## config.mk

```make
export PLATFORM = sky130hd
export DESIGN_NAME = double_ended_queue_top
export DESIGN_NICKNAME = d
export VERILOG_FILES = /design/src/design/deq_pkg.sv /design/src/design/deq_ram.sv /design/src/design/double_ended_queue_top.sv
export VERILOG_INCLUDE_DIRS = /design/src /design/src/design
export SDC_FILE = /design/constraint.sdc
export NUM_CORES = 1
export LEC_CHECK = 0
export BUFFER_PORTS_ARGS = -buffer_cell sky130_fd_sc_hd__buf_2
export CAP_MARGIN = 20
export CELL_PAD_IN_SITES_DETAIL_PLACEMENT = 1
export CELL_PAD_IN_SITES_GLOBAL_PLACEMENT = 2
export CORE_MARGIN = 2
export CORE_UTILIZATION = 55
export CTS_BUF_LIST = sky130_fd_sc_hd__clkbuf_8
export DETAILED_ROUTE_END_ITERATION = 10
export PLACE_DENSITY = 0.91
export SLEW_MARGIN = 20
export SYNTH_ARGS = -nofsm -noshare
export SYNTH_HDL_FRONTEND = slang
export SYNTH_HIERARCHICAL = 1
export SYNTH_SLANG_ARGS = --single-unit
export TNS_END_PERCENT = 5
```

## constraint.sdc

```tcl
create_clock -name i_clk -period 13.35 [get_ports i_clk]
set_input_delay 2.0025 -clock i_clk [delete_from_list [all_inputs] [get_ports i_clk]]
set_output_delay 2.0025 -clock i_clk [all_outputs]
set_load 0.05 [all_outputs]
```

## src/design/double_ended_queue_top_assert.svh

```systemverilog
// Assertion macros for the double-ended queue block.
// Included by the top level; it depends on nothing else.
`ifndef DOUBLE_ENDED_QUEUE_TOP_ASSERT_SVH
`define DOUBLE_ENDED_QUEUE_TOP_ASSERT_SVH
`ifndef SYNTH
// The consequent must hold in the same cycle as the antecedent.
`define DEQ_ASSERT_SAME(label, clk, rst_n, ante, cons) \
    label: assert property (@(posedge clk) disable iff (!rst_n) (ante) |-> (cons)) \
        else $error("double-ended queue check failed");
// The consequent must hold in the cycle after the antecedent.
`define DEQ_ASSERT_NEXT(label, clk, rst_n, ante, cons) \
    label: assert property (@(posedge clk) disable iff (!rst_n) (ante) |=> (cons)) \
        else $error("double-ended queue check failed");
`else
`define DEQ_ASSERT_SAME(label, clk, rst_n, ante, cons)
`define DEQ_ASSERT_NEXT(label, clk, rst_n, ante, cons)
`endif
`endif

```

## src/design/deq_pkg.sv

```systemverilog
// Shared widths and codes of the double-ended queue block.
// No dependencies; used by the top level.
package deq_pkg;

    // Field widths.
    localparam int CMD_W    = 3;
    localparam int WORD_W   = 32;
    localparam int STATUS_W = 2;

    // Command codes.
    localparam logic [CMD_W-1:0] CMD_INS_FRONT = 3'd0;
    localparam logic [CMD_W-1:0] CMD_INS_BACK  = 3'd1;
    localparam logic [CMD_W-1:0] CMD_REM_FRONT = 3'd2;
    localparam logic [CMD_W-1:0] CMD_REM_BACK  = 3'd3;
    localparam logic [CMD_W-1:0] CMD_DUMP      = 3'd4;

    // Result status codes.
    localparam logic [STATUS_W-1:0] ST_OK    = 2'd0;
    localparam logic [STATUS_W-1:0] ST_EMPTY = 2'd1;
    localparam logic [STATUS_W-1:0] ST_FULL  = 2'd2;

endpackage

```

## src/design/deq_ram.sv

```systemverilog
// Generic single-write, single-read synchronous RAM with registered read data.
// No dependencies; instantiated by the double-ended queue top level.
module deq_ram #(
    parameter int WIDTH = 32,
    parameter int DEPTH = 16
) (
    input  logic                     i_clk,
    input  logic                     i_we,
    input  logic [$clog2(DEPTH)-1:0] i_waddr,
    input  logic [WIDTH-1:0]         i_wdata,
    input  logic                     i_re,
    input  logic [$clog2(DEPTH)-1:0] i_raddr,
    output logic [WIDTH-1:0]         o_rdata
);

    logic [WIDTH-1:0] r_mem [DEPTH];
    logic [WIDTH-1:0] r_rdata;

    // Write port.
    always_ff @(posedge i_clk) begin
        if (i_we) begin
            r_mem[i_waddr] <= i_wdata;
        end
    end

    // Read port; the data register holds until the next read.
    always_ff @(posedge i_clk) begin
        if (i_re) begin
            r_rdata <= r_mem[i_raddr];
        end
    end

    assign o_rdata = r_rdata;

endmodule

```

## src/design/double_ended_queue_top.sv

```systemverilog
// Top level of the double-ended queue: ring pointers, command sequencer and output register.
// Depends on deq_pkg, deq_ram and double_ended_queue_top_assert.svh.
//
// A double-ended queue of signed 32-bit words in a ring buffer of DEPTH entries, held in
// one synchronous RAM with a registered read. Inserts at either end, and any command that
// fails (insert when full, remove or dump when empty) or has an unused code, give their
// single result from the output register, and a new transaction can follow next, unless the
// output stalls. A remove passes through the streaming state, because the word comes out of
// the RAM in the cycle after the read is issued. A dump of N stored words issues one read to
// prime the RAM and then gives one word per cycle while the output does not stall, each cycle
// reading the next entry while the current word is loaded into the output register.
// Storage is not cleared after reset; only entries that were written are ever read.
`include "double_ended_queue_top_assert.svh"

module double_ended_queue_top #(
    parameter int DEPTH = 16
) (
    input  logic                                  i_clk,
    input  logic                                  i_rst_n,
    input  logic                                  i_valid,
    output logic                                  o_stall,
    input  logic [deq_pkg::CMD_W-1:0]             i_command,
    input  logic signed [deq_pkg::WORD_W-1:0]     i_value,
    output logic                                  o_valid,
    input  logic                                  i_stall,
    output logic signed [deq_pkg::WORD_W-1:0]     o_word,
    output logic [deq_pkg::STATUS_W-1:0]          o_status,
    output logic                                  o_last
);

    localparam int IW = $clog2(DEPTH);
    localparam int CW = $clog2(DEPTH + 1);
    localparam logic [CW:0]   DEPTH_S  = (CW + 1)'(DEPTH);
    localparam logic [CW-1:0] OCC_FULL = CW'(DEPTH);

    typedef enum logic {
        S_IDLE,
        S_OUT
    } t_state;

    // Reduces a sum of two ring positions below twice DEPTH back into the ring.
    function automatic logic [IW-1:0] f_wrap(input logic [CW:0] sum);
        logic [CW:0] red;
        red = (sum >= DEPTH_S) ? sum - DEPTH_S : sum;
        return red[IW-1:0];
    endfunction

    t_state                        r_state, n_state;
    logic [IW-1:0]                 r_front, n_front;
    logic [CW-1:0]                 r_occ, n_occ;
    logic [IW-1:0]                 r_left, n_left;
    logic [IW-1:0]                 r_pos, n_pos;
    logic                          r_out_valid, n_out_valid;
    logic [deq_pkg::WORD_W-1:0]    r_out_word, n_out_word;
    logic [deq_pkg::STATUS_W-1:0]  r_out_status, n_out_status;
    logic                          r_out_last, n_out_last;

    logic                          ram_we;
    logic [IW-1:0]                 ram_waddr;
    logic                          ram_re;
    logic [IW-1:0]                 ram_raddr;
    logic [deq_pkg::WORD_W-1:0]    ram_rdata;

    logic                          out_free;
    logic                          in_accept;
    logic                          rem_take;
    logic [IW-1:0]                 front_dec;
    logic [IW-1:0]                 front_inc;
    logic [IW-1:0]                 back_slot;
    logic [IW-1:0]                 back_last;
    logic [IW-1:0]                 pos_inc;

    // Word store.
    deq_ram #(
        .WIDTH (deq_pkg::WORD_W),
        .DEPTH (DEPTH)
    ) u_ram (
        .i_clk   (i_clk),
        .i_we    (ram_we),
        .i_waddr (ram_waddr),
        .i_wdata (deq_pkg::WORD_W'($unsigned(i_value))),
        .i_re    (ram_re),
        .i_raddr (ram_raddr),
        .o_rdata (ram_rdata)
    );

    // Handshake: the output register can take a result when empty or being drained.
    assign out_free  = !r_out_valid || !i_stall;
    assign o_stall   = !((r_state == S_IDLE) && out_free);
    assign in_accept = i_valid && !o_stall;

    // A remove that finds a word to take.
    assign rem_take = in_accept && (r_occ != '0) &&
                      ((i_command == deq_pkg::CMD_REM_FRONT) ||
                       (i_command == deq_pkg::CMD_REM_BACK));

    // Ring positions around the front and back ends.
    assign front_dec = (r_front == '0) ? IW'(DEPTH - 1) : r_front - IW'(1);
    assign front_inc = f_wrap((CW + 1)'(r_front) + (CW + 1)'(1));
    assign back_slot = f_wrap((CW + 1)'(r_front) + (CW + 1)'(r_occ));
    assign back_last = f_wrap((CW + 1)'(r_front) + (CW + 1)'(r_occ - CW'(1)));
    assign pos_inc   = f_wrap((CW + 1)'(r_pos) + (CW + 1)'(1));

    // Command sequencer: decode in idle, then stream RAM words to the output register.
    always_comb begin
        n_state      = r_state;
        n_front      = r_front;
        n_occ        = r_occ;
        n_left       = r_left;
        n_pos        = r_pos;
        n_out_valid  = r_out_valid && i_stall;
        n_out_word   = r_out_word;
        n_out_status = r_out_status;
        n_out_last   = r_out_last;
        ram_we       = 1'b0;
        ram_waddr    = back_slot;
        ram_re       = 1'b0;
        ram_raddr    = r_front;

        unique case (r_state)
            S_IDLE: begin
                if (in_accept) begin
                    n_out_valid  = 1'b1;
                    n_out_word   = '0;
                    n_out_status = deq_pkg::ST_OK;
                    n_out_last   = 1'b1;
                    unique case (i_command) inside
                        deq_pkg::CMD_INS_FRONT, deq_pkg::CMD_INS_BACK: begin
                            if (r_occ == OCC_FULL) begin
                                n_out_status = deq_pkg::ST_FULL;
                            end else begin
                                ram_we = 1'b1;
                                if (i_command == deq_pkg::CMD_INS_FRONT) begin
                                    ram_waddr = front_dec;
                                    n_front   = front_dec;
                                end
                                n_occ = r_occ + CW'(1);
                            end
                        end
                        deq_pkg::CMD_REM_FRONT, deq_pkg::CMD_REM_BACK: begin
                            if (r_occ == '0) begin
                                n_out_status = deq_pkg::ST_EMPTY;
                            end else begin
                                n_out_valid = r_out_valid && i_stall;
                                ram_re      = 1'b1;
                                if (i_command == deq_pkg::CMD_REM_FRONT) begin
                                    n_front = front_inc;
                                end else begin
                                    ram_raddr = back_last;
                                end
                                n_pos   = ram_raddr;
                                n_left  = '0;
                                n_occ   = r_occ - CW'(1);
                                n_state = S_OUT;
                            end
                        end
                        deq_pkg::CMD_DUMP: begin
                            if (r_occ == '0) begin
                                n_out_status = deq_pkg::ST_EMPTY;
                            end else begin
                                n_out_valid = r_out_valid && i_stall;
                                ram_re      = 1'b1;
                                n_pos       = r_front;
                                n_left      = IW'(r_occ - CW'(1));
                                n_state     = S_OUT;
                            end
                        end
                        default: begin
                            // Unused codes give a plain ok result.
                        end
                    endcase
                end
            end
            S_OUT: begin
                if (out_free) begin
                    n_out_valid  = 1'b1;
                    n_out_word   = ram_rdata;
                    n_out_status = deq_pkg::ST_OK;
                    n_out_last   = (r_left == '0);
                    if (r_left == '0) begin
                        n_state = S_IDLE;
                    end else begin
                        // Fetch the next word while this one goes out.
                        ram_re    = 1'b1;
                        ram_raddr = pos_inc;
                        n_pos     = pos_inc;
                        n_left    = r_left - IW'(1);
                    end
                end
            end
        endcase
    end

    // State and registered outputs.
    always_ff @(posedge i_clk) begin
        r_out_word   <= n_out_word;
        r_out_status <= n_out_status;
        r_out_last   <= n_out_last;
        r_left       <= n_left;
        r_pos        <= n_pos;
        if (!i_rst_n) begin
            r_state     <= S_IDLE;
            r_front     <= '0;
            r_occ       <= '0;
            r_out_valid <= 1'b0;
        end else begin
            r_state     <= n_state;
            r_front     <= n_front;
            r_occ       <= n_occ;
            r_out_valid <= n_out_valid;
        end
    end

    assign o_valid  = r_out_valid;
    assign o_word   = $signed(r_out_word);
    assign o_status = r_out_status;
    assign o_last   = r_out_last;

    // Occupancy never passes the ring size.
    `DEQ_ASSERT_SAME(a_occ_bound, i_clk, i_rst_n, 1'b1, r_occ <= OCC_FULL)
    // Words still to stream never exceed the stored words.
    `DEQ_ASSERT_SAME(a_left_bound, i_clk, i_rst_n, r_state == S_OUT, CW'(r_left) <= r_occ)
    // A result that is not the last of its command leaves the sequencer streaming.
    `DEQ_ASSERT_SAME(a_stream_open, i_clk, i_rst_n, r_out_valid && !r_out_last, r_state == S_OUT)
    // A remove from a non-empty store takes exactly one word.
    `DEQ_ASSERT_NEXT(a_rem_count, i_clk, i_rst_n, rem_take, r_occ == $past(r_occ) - CW'(1))

endmodule
```

==> impl_metrics.toml, run 1 <==
[finish]
instances_no_fill = 1863
num-nets-final = 1305
layout-drive-gt1-share_pct = 28.9
area_growth_pct = 12.5

[logic_synthesis]
synth-async-reset-ratio_pct = 0
synth_nets = 1167
seq_area_frac_synth_pct = 77.0
yosys-top-cells-area = "edfxtp_1 76%, mux4_2 12%, a22oi_1 2.1%"
ys_types = 62
ys_seq_elements = 598
synth_most_common_cell = "edfxtp_1"
synthFlopType = "edfxtp_1"
syn_avg_cell_area_um2 = 20.9
synth_area_um2 = 23200
yosys-top-cells-count = "587 x edfxtp_1, 128 x mux4_2, 64 x a22oi_1"
synth_top_area_share_pct = 76.0
synth_edf_count = 587
yosysWarnings = 6
synthCells = 1112
yosys.area.top_type = "edfxtp_1"

[die]
die_y_um = 209
start_util_pct = 55.5
rows = 75
io_pins = 76
core_um2 = 41800
dieWidth_um = 209
dieArea_um2 = 43800

[detailed_routing]
drt_iter0_markers = 1174
ant_nets = 0
drc = 0
num_vias = 11800
wl_per_cell_um = 30.1
wl_um = 56100
drt-vias-per-instance = 6.35
first_pass_iters = 5

[setup_path]
crit_arrival_ns = 6.30
end_kind = "flop"
r2r_slack_ns = 8.02
critPathRequiredTime_ns = 13.74
worstPathMaxFanout = 48
critPathLaunchType = "input port"
setup.worst_path.class = "input port to flop"

[sta]
final.setup_skew_ns = 0.0491
relSlewSlack_pct = 27.6
min_period_ns = 5.91
max_freq_mhz = 169
hold_violations = 0
finalMaxSlewViolations = 0
tightest_slew_ns = 1.09
tns_ns = 0
fin_crit_sh_pct = 44.3
setup_viol = 0
rsz0062_at_grt = "false"

[place]
routabilityCongestion = 0.774
detailed_place_hpwl_um = 28700
dp.cells = 1694
portBuffers = 75

[run]
cap_violations = 0

[clock_network]
clkTransAtPathRegs_ns = 0.06
cts_setup_buffers = 0
clk_latency_ns = 0.69
htreeDepth = 3
cts.sinks = 598
cts_tree = "done"
postCtsResizedCells = 0
cts_hold_buf = 0
cts-root-buf = "clkbuf_8"
cts_buffer_depth = 3
cts_inserted_buffers = 92

[global_route]
antenna_found_initial = 4
grt_pass1_vias = 12500
gr-total-overflow = 0
met3_usage_pct = 6.12
track_usage_pct = 26.4
grt_max_degree = 80
grt_util_met1_pct = 34.7
grt-busiest-layer = "met2"
met2_usage_pct = 43.2
grt_first_pass_wirelength_um = 83000

[pwr]
power_mw = 3.86
peakVddDrop_uv = 125
leakagePower_nw = 8.41
power_density_nw_per_um2 = 148

[status]
status = "finished, final reports clean"

[worst_hold_path]
hold_class = "flop to flop"
state kept, by name, summed over array words and instances, names as in the netlist:
| signal | flops |
|---|---|
| u_ram/r_mem | 512 |
| o_word | 32 |
| u_ram/o_rdata | 32 |
| r_occ | 5 |
| r_front | 4 |
| r_left | 4 |
| r_pos | 4 |
| o_status | 2 |
| o_last | 1 |
| o_valid | 1 |
| r_state | 1 |
through the flow:
stage               setup WS, ns  area (um2)  hold WS, ns  util, %
finish                      7.44       26100        0.526     62.5
global route                6.98       26100        0.538     62.4
floorplan                   7.17       23200        0.484        -
global placement            6.66       24300        0.509     58.3
CTS                         7.20       26000        0.519     62.4
detailed placement          6.52       24300        0.513     58.3
kinds of logic after synthesis:
logic type	Yosys count	synth area share (%)
xor+xnor	15	0.631
flops	598	77.0
fa+ha+maj	16	0.928
mux	138	12.9
buf+inv	77	1.49
simple gates	147	3.38
compound gates	121	3.74
critical path, stage by stage:
cell and delay (ns):
buf_2 0.22, nor3b_1 0.22, nand4_1 0.27, o32ai_1 0.37
a21o_4 0.55, buf_4 0.85, buf_4 0.50, buf_16 0.31
mux4_2 0.55, a22oi_1 0.24, nand2_1 0.09
per-layer routing:
metal / up-vias / routed length [um]
met3: 155 / 4480
met2: 616 / 28200
met4: 4 / 2110
met1: 6156 / 21300
met5: - / 31
li1: 4899 / -
report_power, final:
group,switching [mW],leakage [nW],total [mW],internal [mW]
Sequential,0.0138,5.41,2.11,2.10
Combinational,0.192,2.05,0.304,0.113
Clock,0.714,0.952,1.44,0.726
Total,0.920,8.41,3.86,2.94
cells in the final DEF (no fill, tap or decap), types with 6 or more instances in the layout:
cell	synthesis	routed
edfxtp_1	587	587
mux4_2	128	128
clkbuf_8	0	92
buf_2	12	75
a22oi_1	64	64
nand2_1	44	44
inv_1	17	41
and2_1	35	34
buf_4	9	25
clkinv_1	1	24
o21ai_0	16	14
ha_1	14	14
nor2_4	0	13
a21oi_1	12	12
clkinv_2	0	12
dfxtp_1	11	10
xnor2_1	8	8
mux2i_1	8	8
nand3_1	7	7
xor2_1	6	6
nor3_1	10	6
worst paths after layout:
kind	from	to	depth (start not counted)
max	i_command[2]	u_ram/o_rdata[16]	11
min	u_ram/o_rdata[5]	o_word[5]	1
max reg2reg	r_state	u_ram/o_rdata[16]	9
min reg2reg	u_ram/o_rdata[5]	o_word[5]	1
area by class of cell:
class                      instances  area [um2]
tap                              539         674
multi-input combinational        437        5170
timing repair buffer             102         602
antenna                            4        10.0
clock inverter                    72         439
fill                            3476       15700
clock buffer                      92        1270
inverter                          19        71.3
sequential                       598       17800
Power figures use the tool's default switching activity.
==> inputs of run 2 (changes only) <==
--- a/config.mk
+++ b/config.mk
@@ -11,10 +11,10 @@
 export CELL_PAD_IN_SITES_DETAIL_PLACEMENT = 1
 export CELL_PAD_IN_SITES_GLOBAL_PLACEMENT = 2
 export CORE_MARGIN = 2
-export CORE_UTILIZATION = 55
+export CORE_UTILIZATION = 46
 export CTS_BUF_LIST = sky130_fd_sc_hd__clkbuf_8
 export DETAILED_ROUTE_END_ITERATION = 10
-export PLACE_DENSITY = 0.91
+export PLACE_DENSITY = 0.82
 export SLEW_MARGIN = 20
 export SYNTH_ARGS = -nofsm -noshare
 export SYNTH_HDL_FRONTEND = slang
==> constraint.sdc (replaced) <==
create_clock -name i_clk -period 5 [get_ports i_clk]
set_input_delay 0.75 -clock i_clk [delete_from_list [all_inputs] [get_ports i_clk]]
set_output_delay 0.75 -clock i_clk [all_outputs]
set_load 0.05 [all_outputs]
==> run 2 against run 1 <==
  * Utilization decreased by 9.3 points
  * Clock power rose to 2.8 times the previous value
  * Non-clock buffer count grew 17
  * Routed wire length is 6.4% lower
  * Sequential power grew to 2.7 times the previous value
  * Via count down 2.5%
  * Final cell count increased by 8.7%
  * Total power rose to 2.7 times the previous value
  * Die area rose by 19%
  * Combinational power grew to 2.7 times the previous value
  * Critical endpoint is now u_ram/r_mem[7][9]
  * Global-route usage shrank 5.8 points
  * Highest routed layer unchanged
==> impl_metrics.toml, run 2 (synthesis gave the netlist of run 1 again) <==
[status]
status = "finished, final reports clean"

[finish]
final_common_cell = "edfxtp_1"
top_register = "u_ram/r_mem"
final_cell_mix = "587 x edfxtp_1, 128 x mux4_2, 101 x clkbuf_8"
largest_register_ffs = 512
final_util_pct = 53.2
layout-drive-gt1-share_pct = 30.2
area_growth_pct = 14.6
num-nets-final = 1327
instances_no_fill = 2026
design_area_um2 = 26600

[die]
rows = 82
io_pins = 76
start_util_pct = 46.4
die_y_um = 229
dieWidth_um = 229
core_um2 = 50000
dieArea_um2 = 52200

[sta]
setup_viol = 0
hold_violations = 0
fin_crit_sh_pct = 83.8
rsz0062_at_grt = "false"
tightest_slew_ns = 0.770
finalMaxSlewViolations = 0
relSlewSlack_pct = 47.2
max_freq_mhz = 239
tns_ns = 0
setup_ws_ns = 0.812
fin_hold_ws_ns = 0.378
final.setup_skew_ns = 0.0363
min_period_ns = 4.19

[clock_network]
cts_inserted_buffers = 97
cts_tree = "done"
cts.sinks = 598
clk_latency_ns = 0.68
cts_setup_buffers = 0
cts_hold_buf = 0
cts-root-buf = "clkbuf_8"
clkTransAtPathRegs_ns = 0.06
cts_buffer_depth = 3
htreeDepth = 3
postCtsResizedCells = 0

[global_route]
track_usage_pct = 20.6
grt_max_degree = 40
antenna_found_initial = 1
gr-total-overflow = 0
grt_pass1_vias = 12800
grt_first_pass_wirelength_um = 80200

[place]
routabilityCongestion = 0.789
placed_area_um2 = 24700
dp.cells = 1843
pre_cts_ws_ns = 0.735
portBuffers = 75
detailed_place_hpwl_um = 31200

[worst_hold_path]
hold_class = "input port to flop"

[setup_path]
crit_chain = "inv_1 > ha_1 > nand4bb_1 > nand3_1 > nor4_2 > mux2i_1 > nand2_1 > nor2_4 > buf_4"
setup.worst_path.class = "flop to flop"
crit_arrival_ns = 4.54
critPathLaunchType = "flop"
end_kind = "flop"
critical_path.slowest_cell = "nor2_4"
worstPathMaxFanout = 17
critPathRequiredTime_ns = 5.35
cpPeakStageDelay_ns = 0.74

[detailed_routing]
drc = 0
drt-vias-per-instance = 5.69
num_vias = 11500
first_pass_iters = 5
wl_per_cell_um = 25.9
drt_iter0_markers = 897
wl_um = 52500
ant_nets = 0

[pwr]
power_density_nw_per_um2 = 393
peakVddDrop_uv = 214
leakagePower_nw = 8.60
power_mw = 10.5

[run]
cap_violations = 0
run 2: worst paths after layout:
path	startpoint	end	slack, ns	depth (start not counted)
worst min-delay path	i_valid	o_valid	0.38	3
worst min register to register	u_ram/o_rdata[6]	o_word[6]	0.53	1
worst max register to register	r_occ[0]	u_ram/r_mem[7][9]	0.81	9
worst max-delay path	r_occ[0]	u_ram/r_mem[7][9]	0.81	9
run 2: critical path: cells and delay by family (launching register included):
family        cells  cell delay (ns)
mux               1             0.73
buf+inv           2             0.49
flops             1             0.44
simple gates      5             1.93
fa+ha+maj         1             0.26
run 2: cell type report:
| cell class | instances | area (um2) |
|---|---|---|
| Timing Repair Buffer | 119 | 801 |
| Clock buffer | 101 | 1390 |
| Fill cell | 4486 | 23400 |
| Tap cell | 672 | 841 |
| Inverter | 19 | 71.3 |
| Multi-Input combinational cell | 437 | 5170 |
| Clock inverter | 79 | 439 |
| Sequential cell | 598 | 17800 |
| Antenna cell | 1 | 2.50 |
run 2: report_power, final:
group          internal [mW]  total [mW]  switching [mW]
clock                   2.08        3.99            1.90
combinational          0.318       0.834           0.517
sequential              5.60        5.63          0.0315
total                   8.00        10.5            2.45
run 2: metal layers:
layer / part of all wire (%) / vias to the layer above / GRT usage (%)
li1: - / 4949 / -
met1: 42 / 6103 / 27.7
met2: 50 / 394 / 33.7
met3: 6.4 / 84 / 4.34
met4: 2.2 / 2 / 7.37
met5: 0.019 / - / 0
==> inputs of run 3 (changes only) <==
--- a/config.mk
+++ b/config.mk
@@ -11,10 +11,10 @@
 export CELL_PAD_IN_SITES_DETAIL_PLACEMENT = 1
 export CELL_PAD_IN_SITES_GLOBAL_PLACEMENT = 2
 export CORE_MARGIN = 2
-export CORE_UTILIZATION = 46
+export CORE_UTILIZATION = 51
 export CTS_BUF_LIST = sky130_fd_sc_hd__clkbuf_8
 export DETAILED_ROUTE_END_ITERATION = 10
-export PLACE_DENSITY = 0.82
+export PLACE_DENSITY = 0.86
 export SLEW_MARGIN = 20
 export SYNTH_ARGS = -nofsm -noshare
 export SYNTH_HDL_FRONTEND = slang
==> constraint.sdc (replaced) <==
create_clock -name i_clk -period 4 [get_ports i_clk]
set_input_delay 0.6 -clock i_clk [delete_from_list [all_inputs] [get_ports i_clk]]
set_output_delay 0.6 -clock i_clk [all_outputs]
set_load 0.05 [all_outputs]
==> run 3 against run 2 <==
  * Via count is 3.7% higher
  * Register-to-register slack worse by 0.62 ns
  * Worst hold slack worse by 0.16 ns
  * Clock-buffer cell count is 5 lower
  * Sequential share of layout area is 0.50 points lower
  * Flip-flop and latch count stayed put
  * Largest cell class unchanged
  * Design area is 0.75% higher
  * Routed wire length is 6.0% higher
  * Highest routed layer is now met4
  * Critical endpoint is now u_ram/o_rdata[16]
  * Clock skew is 0.014 ns higher
==> impl_metrics.toml, run 3 (synthesis gave the netlist of run 1 again) <==
[clock_network]
cts_hold_buf = 0
cts_inserted_buffers = 95
cts_buffer_depth = 3
cts_setup_buffers = 0
cts.sinks = 598
clk_latency_ns = 0.71
cts_tree = "done"
htreeDepth = 3
cts-root-buf = "clkbuf_8"
clkTransAtPathRegs_ns = 0.07

[place]
routabilityCongestion = 0.796
dp.cells = 1796
portBuffers = 75
detailed_place_hpwl_um = 31800
pre_cts_ws_ns = 0.0313

[pwr]
clkPwrFrac_pct = 37.9
switching_share_pct = 23.7
p_comb_share_pct = 8.4
internal_power_mw = 9.99
leakagePower_nw = 8.72
power_density_nw_per_um2 = 489
power_switching_mw = 3.11
p_seq_share_pct = 53.7
peakVddDrop_uv = 292
power_mw = 13.1

[setup_path]
critPathTopFamily = "simple AND/OR/NAND/NOR gates"
r2r_start = "r_occ[1]"
worstPathMaxFanout = 19
critPathRequiredTime_ns = 4.41
setup.worst_path.class = "flop to flop"
critPathLaunchType = "flop"
cpPeakStageDelay_ns = 0.51
crit_arrival_ns = 4.22
crit_chain = "inv_1 > ha_1 > or4b_1 > nand4_1 > o21a_1 > a21o_4 > buf_12 > buf_4 > mux4_2 > a22oi_1 > nand2_1"
reg2reg_to = "u_ram/o_rdata[16]"
ff2ff_path_depth = 11
critical_path.slowest_cell = "mux4_2"
r2r_slack_ns = 0.19
end_kind = "flop"
path_buf_inv = 3

[finish]
final_util_pct = 59.4
area_growth_pct = 15.4
instances_no_fill = 1973
num-nets-final = 1349
layout-drive-gt1-share_pct = 31.3
final_common_cell = "edfxtp_1"
largest_register_ffs = 512
top_register = "u_ram/r_mem"
final_cell_mix = "587 x edfxtp_1, 128 x mux4_2, 96 x clkbuf_8"

[status]
status = "finished, final reports clean"

[sta]
fin_crit_sh_pct = 95.2
hold_violations = 0
max_freq_mhz = 263
relSlewSlack_pct = 46.8
setup_viol = 0
final.setup_skew_ns = 0.0502
tightest_slew_ns = 0.796
rsz0062_at_grt = "false"
min_period_ns = 3.81
finalMaxSlewViolations = 0
setup_ws_ns = 0.191

[detailed_routing]
top_layer_used = "met4"
ant_nets = 0
wl_per_cell_um = 28.2
dr_wl_met3_um = 4110
wl_met1_um = 22300
drc = 0
wl_met2_um = 27100
wl_um = 55600
first_pass_iters = 5
drt_iter0_markers = 1114
num_vias = 12000
drt-vias-per-instance = 6.06

[die]
io_pins = 76
dieWidth_um = 217
dieArea_um2 = 47200
rows = 78
die_y_um = 217
core_um2 = 45100
start_util_pct = 51.4

[global_route]
grt_max_degree = 49
track_usage_pct = 24.4
antenna_found_initial = 1
gr-total-overflow = 0
grt_first_pass_wirelength_um = 83000
grt_pass1_vias = 12800

[worst_hold_path]
hold_class = "input port to flop"
hold_end = "o_valid"
holdCritStartpoint = "i_valid"
hold_depth = 3

[run]
cap_violations = 0
-- run 3: cell types whose count changed in the layout (fill, tap and decap cells not counted), moves of 2 or more --
cell      change
clkinv_1      -2
clkbuf_8      -5
clkinv_2      -3
buf_4        +12
buf_12       +12
-- run 3: final cells by class --
type / count / area (um2)
clock buffers: 96 / 1320
repair buffers: 142 / 1100
fillers: 3913 / 18300
well taps: 600 / 751
flip-flops and latches: 598 / 17800
clock inverters: 78 / 467
diodes: 2 / 5.00
multi-input cells: 438 / 5200
inverters: 19 / 71.3
-- run 3: worst max-delay path by stage --
stage               cells after the start     start                 to
finish                                 11  r_occ[1]  u_ram/o_rdata[16]
global route                           11  r_occ[1]  u_ram/o_rdata[16]
CTS                                    12  r_occ[1]   u_ram/o_rdata[5]
detailed placement                     12  r_occ[1]   u_ram/o_rdata[5]
global placement                       12  r_occ[1]  u_ram/o_rdata[13]
floorplan                               8  r_occ[0]  u_ram/r_mem[4][0]
-- run 3: power groups by stage --
stage          Sequential, mW  Combinational, mW  Clock, mW
2_1_floorplan            7.25              0.596          0
3_3_place_gp             7.16               1.04          0
3_5_place_dp             7.17               1.08          0
4_1_cts                  7.04               1.10       5.08
5_1_grt                  7.04               1.18       5.32
6_report                 7.04               1.10       4.96
-- run 3: worst reg2reg max path, stage by stage (launching register included) --
cell,delay [ns]
dfxtp_1,0.35
inv_1,0.18
ha_1,0.23
or4b_1,0.50
nand4_1,0.31
o21a_1,0.29
a21o_4,0.31
buf_12,0.25
buf_4,0.19
mux4_2,0.51
a22oi_1,0.28
nand2_1,0.11
-- run 3: per-layer routing --
metal | track usage, % | vias to the layer above
li1 | - | 4994
met1 | 33.1 | 6259
met2 | 38.8 | 566
met3 | 4.63 | 136
met4 | 11.0 | 0
met5 | 0 | -
-- run 3: what timing repair did --
| action | CTS | global route |
|---|---|---|
| resized for setup | 2 | 2 |
| pin swaps | 1 | 1 |
| setup endpoints to repair | 3 | 34 |
| gates cloned | 1 | 0 |
-- run 3: stage by stage --
| stage | hold slack, ns | TNS [ns] | area (um2) |
|---|---|---|---|
| floorplan | 0.484 | -51.64 | 23200 |
| global placement | 0.513 | 0 | 25000 |
| detailed placement | 0.520 | 0 | 25000 |
| CTS | 0.164 | 0 | 26800 |
| global route | 0.205 | 0 | 26800 |
| finish | 0.219 | 0 | 26800 |
